===== config.mk =====
export PLATFORM = sky130hd
export DESIGN_NAME = neural_activation_unit
export DESIGN_NICKNAME = d
export VERILOG_FILES = /design/src/hw/rtl/nau_pkg.sv /design/src/hw/rtl/neural_activation_unit.sv
export SDC_FILE = /design/constraint.sdc
export NUM_CORES = 2
export LEC_CHECK = 0
export ABC_AREA = 1
export ABC_CLOCK_PERIOD_IN_PS = 16700
export BUFFER_PORTS_ARGS = -buffer_cell sky130_fd_sc_hd__buf_2
export CAP_MARGIN = 20
export CORE_MARGIN = 2
export CORE_UTILIZATION = 35
export CTS_CLUSTER_DIAMETER = 100
export DETAILED_ROUTE_END_ITERATION = 8
export MAX_ROUTING_LAYER = met4
export PLACE_DENSITY = 0.51
export SLEW_MARGIN = 5
export SYNTH_ARGS = -nofsm -noshare
export SYNTH_HDL_FRONTEND = slang
export SYNTH_SLANG_ARGS = --single-unit

===== constraint.sdc =====
create_clock -name clk -period 16.7 [get_ports clk]
set_clock_uncertainty 0.1 [all_clocks]
set_input_delay 1.67 -clock clk [delete_from_list [all_inputs] [get_ports clk]]
set_output_delay 1.67 -clock clk [all_outputs]
set_load 0.02 [all_outputs]

===== src/hw/rtl/nau_pkg.sv =====
// Shared types, constants and table functions for the neural activation unit.
`timescale 1ns / 1ps
package nau_pkg;

	localparam int FRAC_BITS = 10;
	localparam int SEG_BITS  = 6;
	localparam int TBL_LEN   = (1 << SEG_BITS) + 1;
	localparam int IDX_W     = SEG_BITS + 1;
	localparam int ENT_W     = FRAC_BITS + 1;

	localparam int ONE_Q    = 1 << FRAC_BITS;
	localparam int ONE_SQ   = 1 << (2 * FRAC_BITS);
	localparam int MARGIN_Q = ((3 << FRAC_BITS) + 5) / 10;

	// segment shifts: tanh spans 8, sigmoid 16, exp 16 at 2F fraction bits
	localparam int TANH_SH  = 3 + FRAC_BITS - SEG_BITS;
	localparam int SIG_SH   = 4 + FRAC_BITS - SEG_BITS;
	localparam int EXP_SH   = 4 + 2 * FRAC_BITS - SEG_BITS;
	localparam int TANH_LIM = 8 << FRAC_BITS;
	localparam int SIG_LIM  = 16 << FRAC_BITS;
	localparam int EXP_LIM  = 1 << (4 + 2 * FRAC_BITS);

	// segment widths of the tables in real units
	localparam real TANH_STEP = 8.0 / (1 << SEG_BITS);
	localparam real SPAN_STEP = 16.0 / (1 << SEG_BITS);

	typedef enum logic [3:0] {
		FK_ZERO       = 4'd0,
		FK_LINEAR     = 4'd1,
		FK_TANH       = 4'd2,
		FK_RELU       = 4'd3,
		FK_SYMM_RELU  = 4'd4,
		FK_TANH_SHIFT = 4'd5,
		FK_SOFTSIGN   = 4'd6,
		FK_SIGMOID    = 4'd7,
		FK_GAUSS      = 4'd8,
		FK_GAUSS_C    = 4'd9
	} func_kind_t;

	typedef logic [ENT_W-1:0] tab_t [0:TBL_LEN-1];

	function automatic tab_t build_tanh_tab();
		tab_t t;
		real p;
		for (int k = 0; k < TBL_LEN; k++) begin
			p = real'(k) * TANH_STEP;
			t[k] = ENT_W'($rtoi($tanh(p) * real'(ONE_Q) + 0.5));
		end
		return t;
	endfunction

	// logistic written through tanh: s(p) = (1 + tanh(p/2)) / 2
	function automatic tab_t build_sig_tab();
		tab_t t;
		real p;
		for (int k = 0; k < TBL_LEN; k++) begin
			p = real'(k) * SPAN_STEP;
			t[k] = ENT_W'($rtoi(real'(ONE_Q) * 0.5 * (1.0 + $tanh(0.5 * p)) + 0.5));
		end
		return t;
	endfunction

	function automatic tab_t build_exp_tab();
		tab_t t;
		real p;
		for (int k = 0; k < TBL_LEN; k++) begin
			p = real'(k) * SPAN_STEP;
			t[k] = ENT_W'($rtoi($exp(-p) * real'(ONE_Q) + 0.5));
		end
		return t;
	endfunction

	localparam tab_t TANH_TAB = build_tanh_tab();
	localparam tab_t SIG_TAB  = build_sig_tab();
	localparam tab_t EXP_TAB  = build_exp_tab();

endpackage


===== src/hw/rtl/neural_activation_unit.sv =====
// Top level of the neural activation unit: six-stage activation pipeline.
`timescale 1ns / 1ps
// One signed Q5.10 value enters per cycle and one Q5.10 result leaves per cycle. Each request
// passes six pipeline registers (square, table fetch, interpolation multiply,
// interpolate/divide finish, derivative multiply, round and saturate); the first loads at the
// accepting edge, and the result shows on result_value once the sixth has loaded. Stages
// advance independently, so bubbles close up and in_ready only drops when every stage holds
// a request and out_ready is low. Softsign uses a restoring divider spread over three stages.
// function_kind may only be written while no request is in flight.
module neural_activation_unit (
	input  logic                clk,
	input  logic                arst_n,
	input  logic                cfg_wr_en,
	input  logic [3:0]          cfg_wr_data,
	input  logic                in_valid,
	output logic                in_ready,
	input  logic                opcode,
	input  logic signed [15:0]  operand_value,
	output logic                out_valid,
	input  logic                out_ready,
	output logic signed [15:0]  result_value,
	output logic                saturated
);
	import nau_pkg::*;

	typedef enum logic [1:0] {PM_PASS, PM_RND, PM_RND_X72, PM_RND_NX72} post_mode_t;

	// restoring division steps, quotient bits top down to top-cnt+1
	function automatic logic [38:0] div_steps(input logic [27:0] rem_i, input logic [10:0] q_i,
			input logic [17:0] den_i, input int top, input int cnt);
		logic [27:0] rem;
		logic [27:0] sub;
		logic [10:0] q;
		rem = rem_i;
		q   = q_i;
		for (int j = 0; j < cnt; j++) begin
			sub = 28'(den_i) << (top - j);
			if (rem >= sub) begin
				rem = rem - sub;
				q[top - j] = 1'b1;
			end
		end
		return {q, rem};
	endfunction

	logic [3:0] kind_q;
	logic v_s1, v_s2, v_s3, v_s4, v_s5, v_s6;
	logic en_1, en_2, en_3, en_4, en_5, en_6;

	always_ff @(posedge clk or negedge arst_n) begin
		if (!arst_n) kind_q <= FK_LINEAR;
		else if (cfg_wr_en) kind_q <= cfg_wr_data;
	end

	assign en_6 = !v_s6 || out_ready;
	assign en_5 = !v_s5 || en_6;
	assign en_4 = !v_s4 || en_5;
	assign en_3 = !v_s3 || en_4;
	assign en_2 = !v_s2 || en_3;
	assign en_1 = !v_s1 || en_2;
	assign in_ready = en_1;

	always_ff @(posedge clk or negedge arst_n) begin
		if (!arst_n) begin
			v_s1 <= 1'b0; v_s2 <= 1'b0; v_s3 <= 1'b0;
			v_s4 <= 1'b0; v_s5 <= 1'b0; v_s6 <= 1'b0;
		end else begin
			if (en_1) v_s1 <= in_valid;
			if (en_2) v_s2 <= v_s1;
			if (en_3) v_s3 <= v_s2;
			if (en_4) v_s4 <= v_s3;
			if (en_5) v_s5 <= v_s4;
			if (en_6) v_s6 <= v_s5;
		end
	end

	// ---------------- stage 1: magnitudes and square
	logic signed [16:0] x_ext, xm;
	logic [16:0] ax, am;
	logic signed [31:0] sq_full;

	always_comb begin
		x_ext   = {operand_value[15], operand_value};
		ax      = x_ext[16] ? 17'(-x_ext) : 17'(x_ext);
		xm      = x_ext - 17'(MARGIN_Q);
		am      = xm[16] ? 17'(-xm) : 17'(xm);
		sq_full = operand_value * operand_value;
	end

	logic signed [15:0] x_s1;
	logic d_s1;
	logic [3:0] kind_s1;
	logic [16:0] a_s1, targ_s1;
	logic tneg_s1;
	logic [30:0] sq_s1;

	always_ff @(posedge clk) begin
		if (en_1) begin
			x_s1    <= operand_value;
			d_s1    <= opcode;
			kind_s1 <= kind_q;
			a_s1    <= ax;
			targ_s1 <= (kind_q == FK_TANH_SHIFT) ? am : ax;
			tneg_s1 <= (kind_q == FK_TANH_SHIFT) ? xm[16] : x_ext[16];
			sq_s1   <= sq_full[30:0];
		end
	end

	// ---------------- stage 2: table fetch, polynomial derivatives, divider head
	logic [35:0] u;
	logic [SEG_BITS-1:0] idx;
	logic [IDX_W-1:0] idx0, idx1;
	logic [EXP_SH-1:0] fr;
	logic beyond, bone, lneg;
	logic [ENT_W-1:0] e0, e1;
	logic signed [32:0] wide;
	logic [17:0] den, dd;
	logic [27:0] num;
	logic [38:0] dv2;

	always_comb begin
		u      = (36'(sq_s1) << 5) + (36'(sq_s1) << 2);
		idx    = '0;
		fr     = '0;
		beyond = 1'b1;
		bone   = 1'b0;
		lneg   = 1'b0;
		case (kind_s1) inside
			FK_TANH, FK_TANH_SHIFT: begin
				idx    = targ_s1[TANH_SH +: SEG_BITS];
				fr     = EXP_SH'(targ_s1[TANH_SH-1:0]) << (EXP_SH - TANH_SH);
				beyond = targ_s1 >= 17'(TANH_LIM);
				bone   = 1'b1;
				lneg   = tneg_s1;
			end
			FK_SIGMOID: begin
				idx    = a_s1[SIG_SH +: SEG_BITS];
				fr     = EXP_SH'(a_s1[SIG_SH-1:0]) << (EXP_SH - SIG_SH);
				beyond = a_s1 >= 17'(SIG_LIM);
				bone   = 1'b1;
				lneg   = x_s1[15];
			end
			FK_GAUSS, FK_GAUSS_C: begin
				idx    = u[EXP_SH +: SEG_BITS];
				fr     = u[EXP_SH-1:0];
				beyond = u >= 36'(EXP_LIM);
			end
			default: ;
		endcase
		idx0 = {1'b0, idx};
		idx1 = idx0 + IDX_W'(1);
		case (kind_s1) inside
			FK_TANH, FK_TANH_SHIFT: begin
				e0 = TANH_TAB[idx0];
				e1 = TANH_TAB[idx1];
			end
			FK_SIGMOID: begin
				e0 = SIG_TAB[idx0];
				e1 = SIG_TAB[idx1];
			end
			default: begin
				e0 = EXP_TAB[idx0];
				e1 = EXP_TAB[idx1];
			end
		endcase

		case (kind_s1)
			FK_TANH:       wide = 33'(ONE_SQ) - 33'(sq_s1);
			FK_TANH_SHIFT: wide = 33'(MARGIN_Q << FRAC_BITS) + 33'(ONE_SQ) - 33'(sq_s1);
			FK_SOFTSIGN:   wide = 33'(sq_s1) + 33'(ONE_SQ) - (33'(a_s1) << 11);
			default:       wide = '0;
		endcase

		// softsign: round(a*1024/(1024+a)) = floor((2048a + den) / (2 den))
		den = 18'(a_s1) + 18'(ONE_Q);
		dd  = den << 1;
		num = (28'(a_s1) << 11) + 28'(den);
		dv2 = div_steps(num, 11'd0, dd, 10, 4);
	end

	logic signed [15:0] x_s2;
	logic d_s2;
	logic [3:0] kind_s2;
	logic [ENT_W-1:0] e0_s2, e1_s2;
	logic [EXP_SH-1:0] fr_s2;
	logic beyond_s2, bone_s2, lneg_s2;
	logic signed [32:0] wide_s2;
	logic [27:0] rem_s2;
	logic [10:0] q_s2;
	logic [17:0] dd_s2;

	always_ff @(posedge clk) begin
		if (en_2) begin
			x_s2      <= x_s1;
			d_s2      <= d_s1;
			kind_s2   <= kind_s1;
			e0_s2     <= e0;
			e1_s2     <= e1;
			fr_s2     <= fr;
			beyond_s2 <= beyond;
			bone_s2   <= bone;
			lneg_s2   <= lneg;
			wide_s2   <= wide;
			q_s2      <= dv2[38:28];
			rem_s2    <= dv2[27:0];
			dd_s2     <= dd;
		end
	end

	// ---------------- stage 3: interpolation multiply, divider middle
	logic [ENT_W-1:0] diff;
	logic up;
	logic [28:0] prod;
	logic [38:0] dv3;

	always_comb begin
		up   = e1_s2 >= e0_s2;
		diff = up ? (e1_s2 - e0_s2) : (e0_s2 - e1_s2);
		prod = 29'(diff) * 29'(fr_s2);
		dv3  = div_steps(rem_s2, q_s2, dd_s2, 6, 4);
	end

	logic signed [15:0] x_s3;
	logic d_s3;
	logic [3:0] kind_s3;
	logic [ENT_W-1:0] e0_s3;
	logic [28:0] prod_s3;
	logic up_s3, beyond_s3, bone_s3, lneg_s3;
	logic signed [32:0] wide_s3;
	logic [27:0] rem_s3;
	logic [10:0] q_s3;
	logic [17:0] dd_s3;

	always_ff @(posedge clk) begin
		if (en_3) begin
			x_s3      <= x_s2;
			d_s3      <= d_s2;
			kind_s3   <= kind_s2;
			e0_s3     <= e0_s2;
			prod_s3   <= prod;
			up_s3     <= up;
			beyond_s3 <= beyond_s2;
			bone_s3   <= bone_s2;
			lneg_s3   <= lneg_s2;
			wide_s3   <= wide_s2;
			q_s3      <= dv3[38:28];
			rem_s3    <= dv3[27:0];
			dd_s3     <= dd_s2;
		end
	end

	// ---------------- stage 4: finish interpolation and division
	logic [ENT_W-1:0] corr, y;
	logic [28:0] prod_r;
	logic signed [11:0] fv, ss;
	logic [38:0] dv4;

	always_comb begin
		prod_r = prod_s3 + 29'(1 << (EXP_SH - 1));
		corr   = ENT_W'(prod_r >> EXP_SH);
		y      = up_s3 ? (e0_s3 + corr) : (e0_s3 - corr);
		if (beyond_s3) y = bone_s3 ? ENT_W'(ONE_Q) : '0;
		case (kind_s3) inside
			FK_TANH, FK_TANH_SHIFT: fv = lneg_s3 ? -12'(y) : 12'(y);
			FK_SIGMOID:             fv = lneg_s3 ? 12'(ONE_Q) - 12'(y) : 12'(y);
			FK_GAUSS:               fv = 12'(y);
			FK_GAUSS_C:             fv = 12'(ONE_Q) - 12'(y);
			default:                fv = '0;
		endcase
		dv4 = div_steps(rem_s3, q_s3, dd_s3, 2, 3);
		ss  = x_s3[15] ? -12'(dv4[38:28]) : 12'(dv4[38:28]);
	end

	logic signed [15:0] x_s4;
	logic d_s4;
	logic [3:0] kind_s4;
	logic signed [11:0] fv_s4, ss_s4;
	logic signed [32:0] wide_s4;

	always_ff @(posedge clk) begin
		if (en_4) begin
			x_s4    <= x_s3;
			d_s4    <= d_s3;
			kind_s4 <= kind_s3;
			fv_s4   <= fv;
			ss_s4   <= ss;
			wide_s4 <= wide_s3;
		end
	end

	// ---------------- stage 5: derivative multiply and result selection
	logic signed [16:0] ma;
	logic signed [11:0] mb;
	logic signed [28:0] mp;
	logic signed [32:0] pv;
	post_mode_t pm;

	always_comb begin
		ma = (kind_s4 == FK_SIGMOID) ? 17'(fv_s4) : 17'(x_s4);
		mb = (kind_s4 == FK_SIGMOID) ? 12'(ONE_Q) - fv_s4 : fv_s4;
		mp = 29'(ma * mb);
		pm = PM_PASS;
		pv = '0;
		case (kind_s4)
			FK_LINEAR: pv = d_s4 ? 33'(ONE_Q) : 33'(x_s4);
			FK_TANH, FK_TANH_SHIFT: begin
				pv = d_s4 ? wide_s4 : 33'(fv_s4);
				pm = d_s4 ? PM_RND : PM_PASS;
			end
			FK_RELU: begin
				if (x_s4 > 16'sd0) pv = d_s4 ? 33'(ONE_Q) : 33'(x_s4);
			end
			FK_SYMM_RELU: begin
				if (x_s4 > 16'(MARGIN_Q))
					pv = d_s4 ? 33'(ONE_Q) : 33'(x_s4) - 33'(MARGIN_Q);
				else if (x_s4 < -16'(MARGIN_Q))
					pv = d_s4 ? 33'(ONE_Q) : 33'(x_s4) + 33'(MARGIN_Q);
			end
			FK_SOFTSIGN: begin
				pv = d_s4 ? wide_s4 : 33'(ss_s4);
				pm = d_s4 ? PM_RND : PM_PASS;
			end
			FK_SIGMOID: begin
				pv = d_s4 ? 33'(mp) : 33'(fv_s4);
				pm = d_s4 ? PM_RND : PM_PASS;
			end
			FK_GAUSS: begin
				pv = d_s4 ? 33'(mp) : 33'(fv_s4);
				pm = d_s4 ? PM_RND_NX72 : PM_PASS;
			end
			FK_GAUSS_C: begin
				pv = d_s4 ? 33'(mp) : 33'(fv_s4);
				pm = d_s4 ? PM_RND_X72 : PM_PASS;
			end
			default: ;
		endcase
	end

	logic signed [32:0] pv_s5;
	post_mode_t pm_s5;

	always_ff @(posedge clk) begin
		if (en_5) begin
			pv_s5 <= pv;
			pm_s5 <= pm;
		end
	end

	// ---------------- stage 6: scale, round half away from zero, saturate
	logic signed [36:0] t, r;
	logic [36:0] mag;
	logic signed [15:0] res;
	logic sat;

	always_comb begin
		case (pm_s5)
			PM_RND_X72:  t = (37'(pv_s5) <<< 6) + (37'(pv_s5) <<< 3);
			PM_RND_NX72: t = -((37'(pv_s5) <<< 6) + (37'(pv_s5) <<< 3));
			default:     t = 37'(pv_s5);
		endcase
		mag = t[36] ? 37'(-t) : 37'(t);
		mag = (mag + 37'(1 << (FRAC_BITS - 1))) >> FRAC_BITS;
		r   = (pm_s5 == PM_PASS) ? t : (t[36] ? -37'(mag) : 37'(mag));
		sat = 1'b1;
		if (r > 37'sd32767) res = 16'sh7fff;
		else if (r < -37'sd32768) res = 16'sh8000;
		else begin
			res = r[15:0];
			sat = 1'b0;
		end
	end

	logic signed [15:0] res_s6;
	logic sat_s6;

	always_ff @(posedge clk) begin
		if (en_6) begin
			res_s6 <= res;
			sat_s6 <= sat;
		end
	end

	assign out_valid    = v_s6;
	assign result_value = res_s6;
	assign saturated    = sat_s6;

	// ---------------- checks
	a_sat_clamps: assert property (@(posedge clk) disable iff (!arst_n)
		v_s6 && sat_s6 |-> (res_s6 == 16'sh7fff || res_s6 == 16'sh8000))
		else $error("saturated flag without clamped value");

	a_hold_on_stall: assert property (@(posedge clk) disable iff (!arst_n)
		v_s6 && !out_ready |=> v_s6 && $stable(res_s6) && $stable(sat_s6))
		else $error("output request changed while stalled");

	a_full_when_blocked: assert property (@(posedge clk) disable iff (!arst_n)
		!in_ready |-> (v_s1 && v_s2 && v_s3 && v_s4 && v_s5 && v_s6 && !out_ready))
		else $error("input blocked while pipeline has a bubble");

	a_softsign_bound: assert property (@(posedge clk) disable iff (!arst_n)
		v_s4 && kind_s4 == FK_SOFTSIGN |-> (ss_s4 <= 12'sd1024 && ss_s4 >= -12'sd1024))
		else $error("softsign quotient out of range");

endmodule


Word-level counts from Yosys, hierarchy flattened
Memories as Yosys holds them, arrays and structs flattened.
Index checks and enable logic that the tools add are counted.
W data, S select, Z words.
{"block": "totals", "reg_bits": 524, "romBits": 8448, "in_bits": 26, "out_inout_bits": 19, "word_cells": 254, "n_memories": 6}
{"memory": "(no name shown)", "depth": 128, "width": 11, "read_ports": 1, "rd_clocked_by_memory_dff": 0, "write_ports": 0, "line": "neural_activation_unit.sv:163", "rtl": "e1 = EXP_TAB[idx1];"}
{"memory": "(no name shown)", "depth": 128, "width": 11, "read_ports": 1, "rd_clocked_by_memory_dff": 0, "write_ports": 0, "line": "neural_activation_unit.sv:162", "rtl": "e0 = EXP_TAB[idx0];"}
{"memory": "(no name shown)", "depth": 128, "width": 11, "read_ports": 1, "rd_clocked_by_memory_dff": 0, "write_ports": 0, "line": "neural_activation_unit.sv:159", "rtl": "e1 = SIG_TAB[idx1];"}
{"memory": "(no name shown)", "depth": 128, "width": 11, "read_ports": 1, "rd_clocked_by_memory_dff": 0, "write_ports": 0, "line": "neural_activation_unit.sv:158", "rtl": "e0 = SIG_TAB[idx0];"}
{"memory": "(no name shown)", "depth": 128, "width": 11, "read_ports": 1, "rd_clocked_by_memory_dff": 0, "write_ports": 0, "line": "neural_activation_unit.sv:155", "rtl": "e1 = TANH_TAB[idx1];"}
{"memory": "(no name shown)", "depth": 128, "width": 11, "read_ports": 1, "rd_clocked_by_memory_dff": 0, "write_ports": 0, "line": "neural_activation_unit.sv:154", "rtl": "e0 = TANH_TAB[idx0];"}
{"block": "classes", "addsub": 37, "multipliers": 3, "magnitude_cmp": 22, "eq_ne": 23, "mux": 83, "bitwise_logic": 3, "reduce_logical": 20}
{"op": "$mux W33", "n": 9}
{"op": "$mux W28", "n": 10}
{"op": "$mux W11", "n": 21}
{"op": "$pmux W33 S6", "n": 1}
{"op": "$mux W37", "n": 3}
{"op": "$pmux W33 S3", "n": 1}
{"op": "$mux W12", "n": 7}
{"op": "$neg A37 Y37", "n": 2}
{"op": "$pmux W37 S2", "n": 1}
{"op": "$mux W17", "n": 4}
{"op": "$sub A21 B31 Y32 const A", "n": 2}
{"op": "$mux W18", "n": 3}
{"op": "$eq A4 B3 Y1 const B", "n": 10}
{"op": "$add A37 B10 Y37 const B", "n": 1}
{"op": "$add A37 B36 Y37", "n": 1}
{"op": "$gt A37 B16 Y1 const B", "n": 1}
{"op": "$lt A37 B16 Y1 const B", "n": 1}
{"op": "$neg A27 Y37", "n": 1}
{"op": "$add A36 B33 Y36", "n": 1}
{"op": "$ge A36 B25 Y1 const B", "n": 1}
{"op": "$sub A16 B10 Y17 const B", "n": 2}
{"op": "$sub A11 B11 Y11", "n": 3}
{"op": "$sub A32 B28 Y33", "n": 1}
{"op": "$add A31 B21 Y32 const B", "n": 1}
{"op": "60 further kinds", "n": 103}

Logic depth before layout (Yosys ltp)
{"block": "logic_depth", "word_depth": 12, "ltp_mapped": 86, "ltp_nobuf": 81}

Worst setup path before layout
No wires, ideal clock.
{"block": "synth_timing", "path_kind": "register -> register", "startpoint": "register a_s1[10]", "endpoint": "register rem_s2[8], data pin", "setup_time_ns": 0.260, "arrival_time_ns": 12.139, "t_required_ns": 16.340, "setup_slack_ns": 4.201, "stages_incl_launch_ff": 80, "path_buffers": 4, "period_less_slack_ns": 12.499, "path_cell_list": "edfxtp_1 > ha_1 > nand3_1 > nor3_1 > xor2_1 > inv_1 > ha_1 > a21oi_1 > nand2_1 > a21oi_1 > nor2_1 > nand2_1 > nor2_1 > inv_1 > ha_1 > xor2_1 > nor2_1 > inv_1 > (+44 left out) > o21ai_0 > ha_1 > a21oi_1 > o21ai_0 > a21oi_1 > nor3_1 > a2111oi_0 > o21ai_0 > nand2_1 > nand2_1 > a31o_2 > a21oi_1 > nand2_1 > nor2_1 > nand2_1 > inv_1 > buf_2 > o21ai_0"}
{"block": "synth_via", "elab_chain_len": 10, "elab_cells_between_ends": 14, "cone_classes": "6 x add/sub; 4 x order compare; 4 x mux"}
{"element": "from (decl)", "line": "neural_activation_unit.sv:93", "rtl": "logic [16:0] a_s1, targ_s1;"}
{"element": "from (signal assigned)", "line": "neural_activation_unit.sv:102", "rtl": "a_s1 <= ax;"}
{"element": "$add A17 B11 Y18 (*)", "line": "neural_activation_unit.sv:175", "rtl": "den = 18'(a_s1) + 18'(ONE_Q);"}
{"element": "via den[16]", "line": "neural_activation_unit.sv:117", "rtl": "logic [17:0] den, dd;"}
{"element": "$add A28 B18 Y28", "line": "neural_activation_unit.sv:177", "rtl": "num = (28'(a_s1) << 11) + 28'(den);"}
{"element": "$ge A28 B28 Y1 / $sub A28 B28 Y28 (equally long branches)", "line": "neural_activation_unit.sv:38, neural_activation_unit.sv:39"}
{"element": "$mux W28", "line": "neural_activation_unit.sv:38", "rtl": "if (rem >= sub) begin"}
{"element": "$sub A28 B27 Y28 / $ge A28 B27 Y1 (equally long branches)", "line": "neural_activation_unit.sv:39, neural_activation_unit.sv:38"}
{"element": "$mux W28", "line": "neural_activation_unit.sv:38"}
{"element": "$sub A28 B26 Y28 / $ge A28 B26 Y1 (equally long branches)", "line": "neural_activation_unit.sv:39, neural_activation_unit.sv:38"}
{"element": "$mux W28", "line": "neural_activation_unit.sv:38"}
{"element": "$sub A28 B25 Y28 / $ge A28 B25 Y1 (equally long branches)", "line": "neural_activation_unit.sv:39, neural_activation_unit.sv:38"}
{"element": "$mux W28 (*)", "line": "neural_activation_unit.sv:38"}
{"element": "via dv2[8]", "line": "neural_activation_unit.sv:119", "rtl": "logic [38:0] dv2;"}
{"element": "to (signal assigned)", "line": "neural_activation_unit.sv:205", "rtl": "rem_s2 <= dv2[27:0];"}
{"element": "to (decl)", "line": "neural_activation_unit.sv:188", "rtl": "logic [27:0] rem_s2;"}
Mark *: on every way through the listed nets, which the timed path passes. The rest lies on a longest branch.
A chain may end at the register's enable or synchronous reset.

Final worst setup path
{"block": "layout_timing", "startpoint": "register a_s1[10]", "endpoint": "register rem_s2[20], data pin"}
{"block": "layout_via", "elab_chain_len": 10, "elab_cells_between_ends": 14, "cone_classes": "6 x add/sub; 4 x order compare; 4 x mux"}
{"element": "$add A17 B11 Y18 (*)", "line": "neural_activation_unit.sv:175"}
{"element": "via den[10]", "line": "neural_activation_unit.sv:117"}
{"element": "$add A28 B18 Y28", "line": "neural_activation_unit.sv:177"}
{"element": "$sub A28 B28 Y28 / $ge A28 B28 Y1 (equally long branches)", "line": "neural_activation_unit.sv:39, neural_activation_unit.sv:38"}
{"element": "$mux W28", "line": "neural_activation_unit.sv:38"}
{"element": "$sub A28 B27 Y28 / $ge A28 B27 Y1 (equally long branches)", "line": "neural_activation_unit.sv:39, neural_activation_unit.sv:38"}
{"element": "$mux W28", "line": "neural_activation_unit.sv:38"}
{"element": "$sub A28 B26 Y28 / $ge A28 B26 Y1 (equally long branches)", "line": "neural_activation_unit.sv:39, neural_activation_unit.sv:38"}
{"element": "$mux W28", "line": "neural_activation_unit.sv:38"}
{"element": "$sub A28 B25 Y28 / $ge A28 B25 Y1 (equally long branches)", "line": "neural_activation_unit.sv:39, neural_activation_unit.sv:38"}
{"element": "$mux W28 (*)", "line": "neural_activation_unit.sv:38"}
{"element": "via dv2[20]", "line": "neural_activation_unit.sv:119"}
Marked as above.

==> results_tabular.tex <==
\begin{tabular}{lr}
\hline
Metric & Value \\
\hline
\multicolumn{2}{l}{\textbf{CTS}} \\
H-tree levels & 2 \\
Cell at the root of the clock tree & sky130\_fd\_sc\_hd\_\_clkbuf\_16 \\
Clock-pin slew reported for the worst setup and hold paths after clock tree synthesis & 60 ps \\
Clk sinks & 487 \\
Total clock buffers created by CTS & 57 \\
Maximum number of buffers from clock root to sink & 3 \\
Post-cts gate resize count & 0 \\
Setup bufs post-CTS & 0 \\
Worst-Skew Late Latency & 680 ps \\
CTS tree & built \\
Number of hold buffers added after cts & 0 \\
\multicolumn{2}{l}{\textbf{Synth}} \\
Count of flip-flops with a built-in enable after synthesis & 477 \\
Area of the mapped netlist & 0.06611 sq mm \\
Synthesized netlist cell count & 8849 \\
Number of distinct library cells after synthesis & 82 \\
Nets in the synthesized netlist & 9998 \\
Leading register cell type out of synthesis & sky130\_fd\_sc\_hd\_\_edfxtp\_1 \\
Yosys warning count & 0 \\
Post-Synthesis Mean Instance Area & 7.471 sq um \\
Top cells by area in the synthesized netlist & sky130\_fd\_sc\_hd\_\_edfxtp\_1 (22\%), sky130\_fd\_sc\_hd\_\_fa\_1 (16\%), sky130\_fd\_sc\_hd\_\_nand2\_1 (11\%) \\
Area fraction of the dominant cell type after synthesis & 21.67\% \\
Count of state elements after synthesis & 487 \\
Share of flip-flops with an asynchronous set or reset & 2.053\% \\
Sequential-to-total area share from yosys stat & 22.05\% \\
Post-synth top area cell & sky130\_fd\_sc\_hd\_\_edfxtp\_1 \\
\multicolumn{2}{l}{\textbf{STA}} \\
Worst setup margin & 2093 ps \\
Worst hold-check slack & 286.0 ps \\
Worst slew slack as a fraction of its limit & 30.87\% \\
Setup repair after global routing missed its margin & false \\
Slew of the pin with the lowest slew margin & 1024 ps \\
Count of endpoints failing hold in the final timing report & 0 \\
Time the final worst path needs with I/O delays and setup & 14610 ps \\
Maximum operating frequency & 68.46 MHz \\
Slew Limit Fails & 0 \\
Period utilization & 87.47\% \\
Fin Setup TNS & 0 ps \\
Final setup vio count & 0 \\
\multicolumn{2}{l}{\textbf{Route}} \\
Total via count in the routed design & 57650 \\
Post-DR vias/cell & 5.082 \\
Routed wl met2 & 96440 um \\
\# DRC & 2 \\
Initial drt markers & 4180 \\
Number of routed nets with antenna violations & 0 \\
Routed length on met1 & 99820 um \\
Highest Signal Layer & met4 \\
WL per Instance & 18.49 um \\
Met3 WL post-DR & 9319 um \\
Number of iterations in the first detailed-routing pass & 8 \\
Total length of routed wires & 209800 um \\
\multicolumn{2}{l}{\textbf{Flow run}} \\
MaxCap Viol Count & 0 \\
\multicolumn{2}{l}{\textbf{Place}} \\
Final Wtd Congestion & 0.9440 \\
Detailed placer's ending HPWL & 172100 um \\
Count of port buffers added during placement & 44 \\
Worst setup timing slack at the placement stage & 2142 ps \\
\multicolumn{2}{l}{\textbf{Floorplan}} \\
Die Outline Area & 0.1924 sq mm \\
Horizontal die dimension & 438.6 um \\
DIE HEIGHT & 438.6 um \\
Initial Util & 35.20\% \\
Row count & 159 \\
Core Region & 0.1878 sq mm \\
IO Pins & 45 \\
\multicolumn{2}{l}{\textbf{Finish}} \\
Post-Route Utilization & 37.81\% \\
Fraction of layout cells with a size suffix above 1 & 4.713\% \\
Register cell area after layout & 0.01458 sq mm \\
Number of filler cells placed in the layout & 19790 \\
Final-stage net count & 9949 \\
Synth-to-layout area growth & 7.400\% \\
Area taken by multi-input logic gates & 0.04456 sq mm \\
\multicolumn{2}{l}{\textbf{Worst setup path}} \\
Startpoint-to-endpoint class of the critical path & register to register \\
Arrival time at the worst endpoint & 14920 ps \\
CP dominant cell by count & sky130\_fd\_sc\_hd\_\_nand2\_1 \\
Critical path capture point type & register \\
Worst reg2reg setup slack & 2090 ps \\
Cell type of the slowest stage on the worst timing path & sky130\_fd\_sc\_hd\_\_edfxtp\_1 \\
Startpoint type of the worst setup path & register \\
Maximum cell stage delay along the critical path & 750 ps \\
CP required & 17010 ps \\
CP max FO & 22 \\
\multicolumn{2}{l}{\textbf{GRT}} \\
Pin count of the biggest net entering global routing & 80 \\
Global router's overall resource usage & 22.32\% \\
Number of antenna violations at the first check in global routing & 9 \\
First-pass GRT wire length & 328300 um \\
Via count of the first global-routing pass & 56930 \\
Overflow left after global routing & 0 \\
\multicolumn{2}{l}{\textbf{Worst hold path}} \\
Worst Hold Class & register to register \\
\multicolumn{2}{l}{\textbf{Outcome}} \\
Result of the run & complete, but fails checks \\
Failing checks & DRC \\
\hline
\end{tabular}
[state kept, by name (all words and copies together), names as in the netlist, 17 cells and up]
signal,flops
targ_s1,17
sq_s1,29
pv_s5,33
rem_s3,27
wide_s3,33
rem_s2,27
wide_s4,33
wide_s2,33
[cell type report]
class                           count  share of cell area (%)
Inverter                         1625                   8.610
Multi-Input combinational cell   6526                   62.76
Antenna cell                        2                0.007049
Tap cell                         2495                   4.397
Sequential cell                   487                   20.53
Clock inverter                     35                  0.5393
Timing Repair Buffer              103                  0.9798
Clock buffer                       71                   2.182
[metrics by stage]
step,instances,area (sq um)
global route,11340,70990
floorplan,8849,66110
detailed placement,11240,69040
finish,11340,71000
global placement,11230,69030
CTS,11340,70970
[Yosys cell counts (32+ instances only)]
library cell               instances
sky130_fd_sc_hd__a21oi_1         497
sky130_fd_sc_hd__clkbuf_1        158
sky130_fd_sc_hd__nor2_2           32
sky130_fd_sc_hd__nor2_1          887
sky130_fd_sc_hd__nand3_1         411
sky130_fd_sc_hd__xnor2_1         145
sky130_fd_sc_hd__nand4_1          89
sky130_fd_sc_hd__o211ai_1         38
sky130_fd_sc_hd__xor2_1          230
sky130_fd_sc_hd__edfxtp_1        477
sky130_fd_sc_hd__inv_1          1578
sky130_fd_sc_hd__a31oi_1          36
sky130_fd_sc_hd__or2_2            34
sky130_fd_sc_hd__nor3_1           93
sky130_fd_sc_hd__fa_1            544
sky130_fd_sc_hd__ha_1            579
sky130_fd_sc_hd__nand2_2          55
sky130_fd_sc_hd__nand2_1        1945
sky130_fd_sc_hd__o21ai_0         571
[critical path, delay by kind of cell, from the launching register on]
| family | cells | cell delay (ps) |
|---|---|---|
| AND/OR/NAND/NOR | 35 | 3890 |
| XOR/XNOR | 2 | 350 |
| AO/OA/AOI/OAI | 25 | 4950 |
| buffers and inverters | 16 | 2480 |
| flip-flops | 1 | 750 |
| adder cells (fa/ha/maj) | 5 | 1780 |
[layer usage]
| layer | up-vias | track usage [%] |
|---|---|---|
| met2 | 1364 | 35.75 |
| met4 | 0 | 4.373 |
| met3 | 226 | 1.561 |
| li1 | 28380 | - |
| met5 | - | - |
| met1 | 27680 | 31.14 |
[layout by cell type, fill, tap and decap left out, types with 29 or more instances in the layout]
| master | synthesis | layout |
|---|---|---|
| sky130_fd_sc_hd__xnor2_1 | 145 | 145 |
| sky130_fd_sc_hd__nor3_1 | 93 | 93 |
| sky130_fd_sc_hd__xor2_1 | 230 | 226 |
| sky130_fd_sc_hd__nor2_1 | 887 | 884 |
| sky130_fd_sc_hd__nand4_1 | 89 | 89 |
| sky130_fd_sc_hd__nand2_1 | 1945 | 1944 |
| sky130_fd_sc_hd__buf_2 | 14 | 44 |
| sky130_fd_sc_hd__edfxtp_1 | 477 | 477 |
| sky130_fd_sc_hd__o21ai_0 | 571 | 571 |
| sky130_fd_sc_hd__inv_1 | 1578 | 1574 |
| sky130_fd_sc_hd__a31oi_1 | 36 | 36 |
| sky130_fd_sc_hd__or2_2 | 34 | 34 |
| sky130_fd_sc_hd__nor2_2 | 32 | 35 |
| sky130_fd_sc_hd__nand2_2 | 55 | 55 |
| sky130_fd_sc_hd__nand3_1 | 411 | 411 |
| sky130_fd_sc_hd__a21oi_1 | 497 | 497 |
| sky130_fd_sc_hd__buf_4 | 3 | 57 |
| sky130_fd_sc_hd__o211ai_1 | 38 | 38 |
| sky130_fd_sc_hd__inv_2 | 29 | 29 |
| sky130_fd_sc_hd__ha_1 | 579 | 579 |
| sky130_fd_sc_hd__fa_1 | 544 | 544 |
| sky130_fd_sc_hd__o221ai_1 | 29 | 29 |
| sky130_fd_sc_hd__clkbuf_16 | 0 | 57 |
[path summary, 6_finish.rpt]
path	startpoint	to	cells after the start
max in group asynchronous	arst_n	kind_q[0]$_DFFE_PN1P_	1
hold reg to reg	wide_s2[6]$_SDFFCE_PN0P_	wide_s3[6]$_DFFE_PP_	0
min in group asynchronous	arst_n	v_s1$_DFFE_PN0P_	1
hold / removal	wide_s2[6]$_SDFFCE_PN0P_	wide_s3[6]$_DFFE_PP_	0
setup reg to reg	a_s1[10]$_DFFE_PP_	rem_s2[20]$_DFFE_PP_	83
setup / recovery	a_s1[10]$_DFFE_PP_	rem_s2[20]$_DFFE_PP_	83
[cell families after synthesis]
group	count (synthesis)	synth area share (%)
AOI/OAI and AO/OA	1387	11.76
xor gates and xnor gates	375	4.968
adders and majority gates	1123	27.43
buffers and inverters	1836	10.63
DFF	487	22.05
muxes	4	0.06435
and+or+nand+nor	3637	23.10
Power is not shown: default switching activity piles up to over one toggle a cycle in this logic, so the estimate is an artifact.
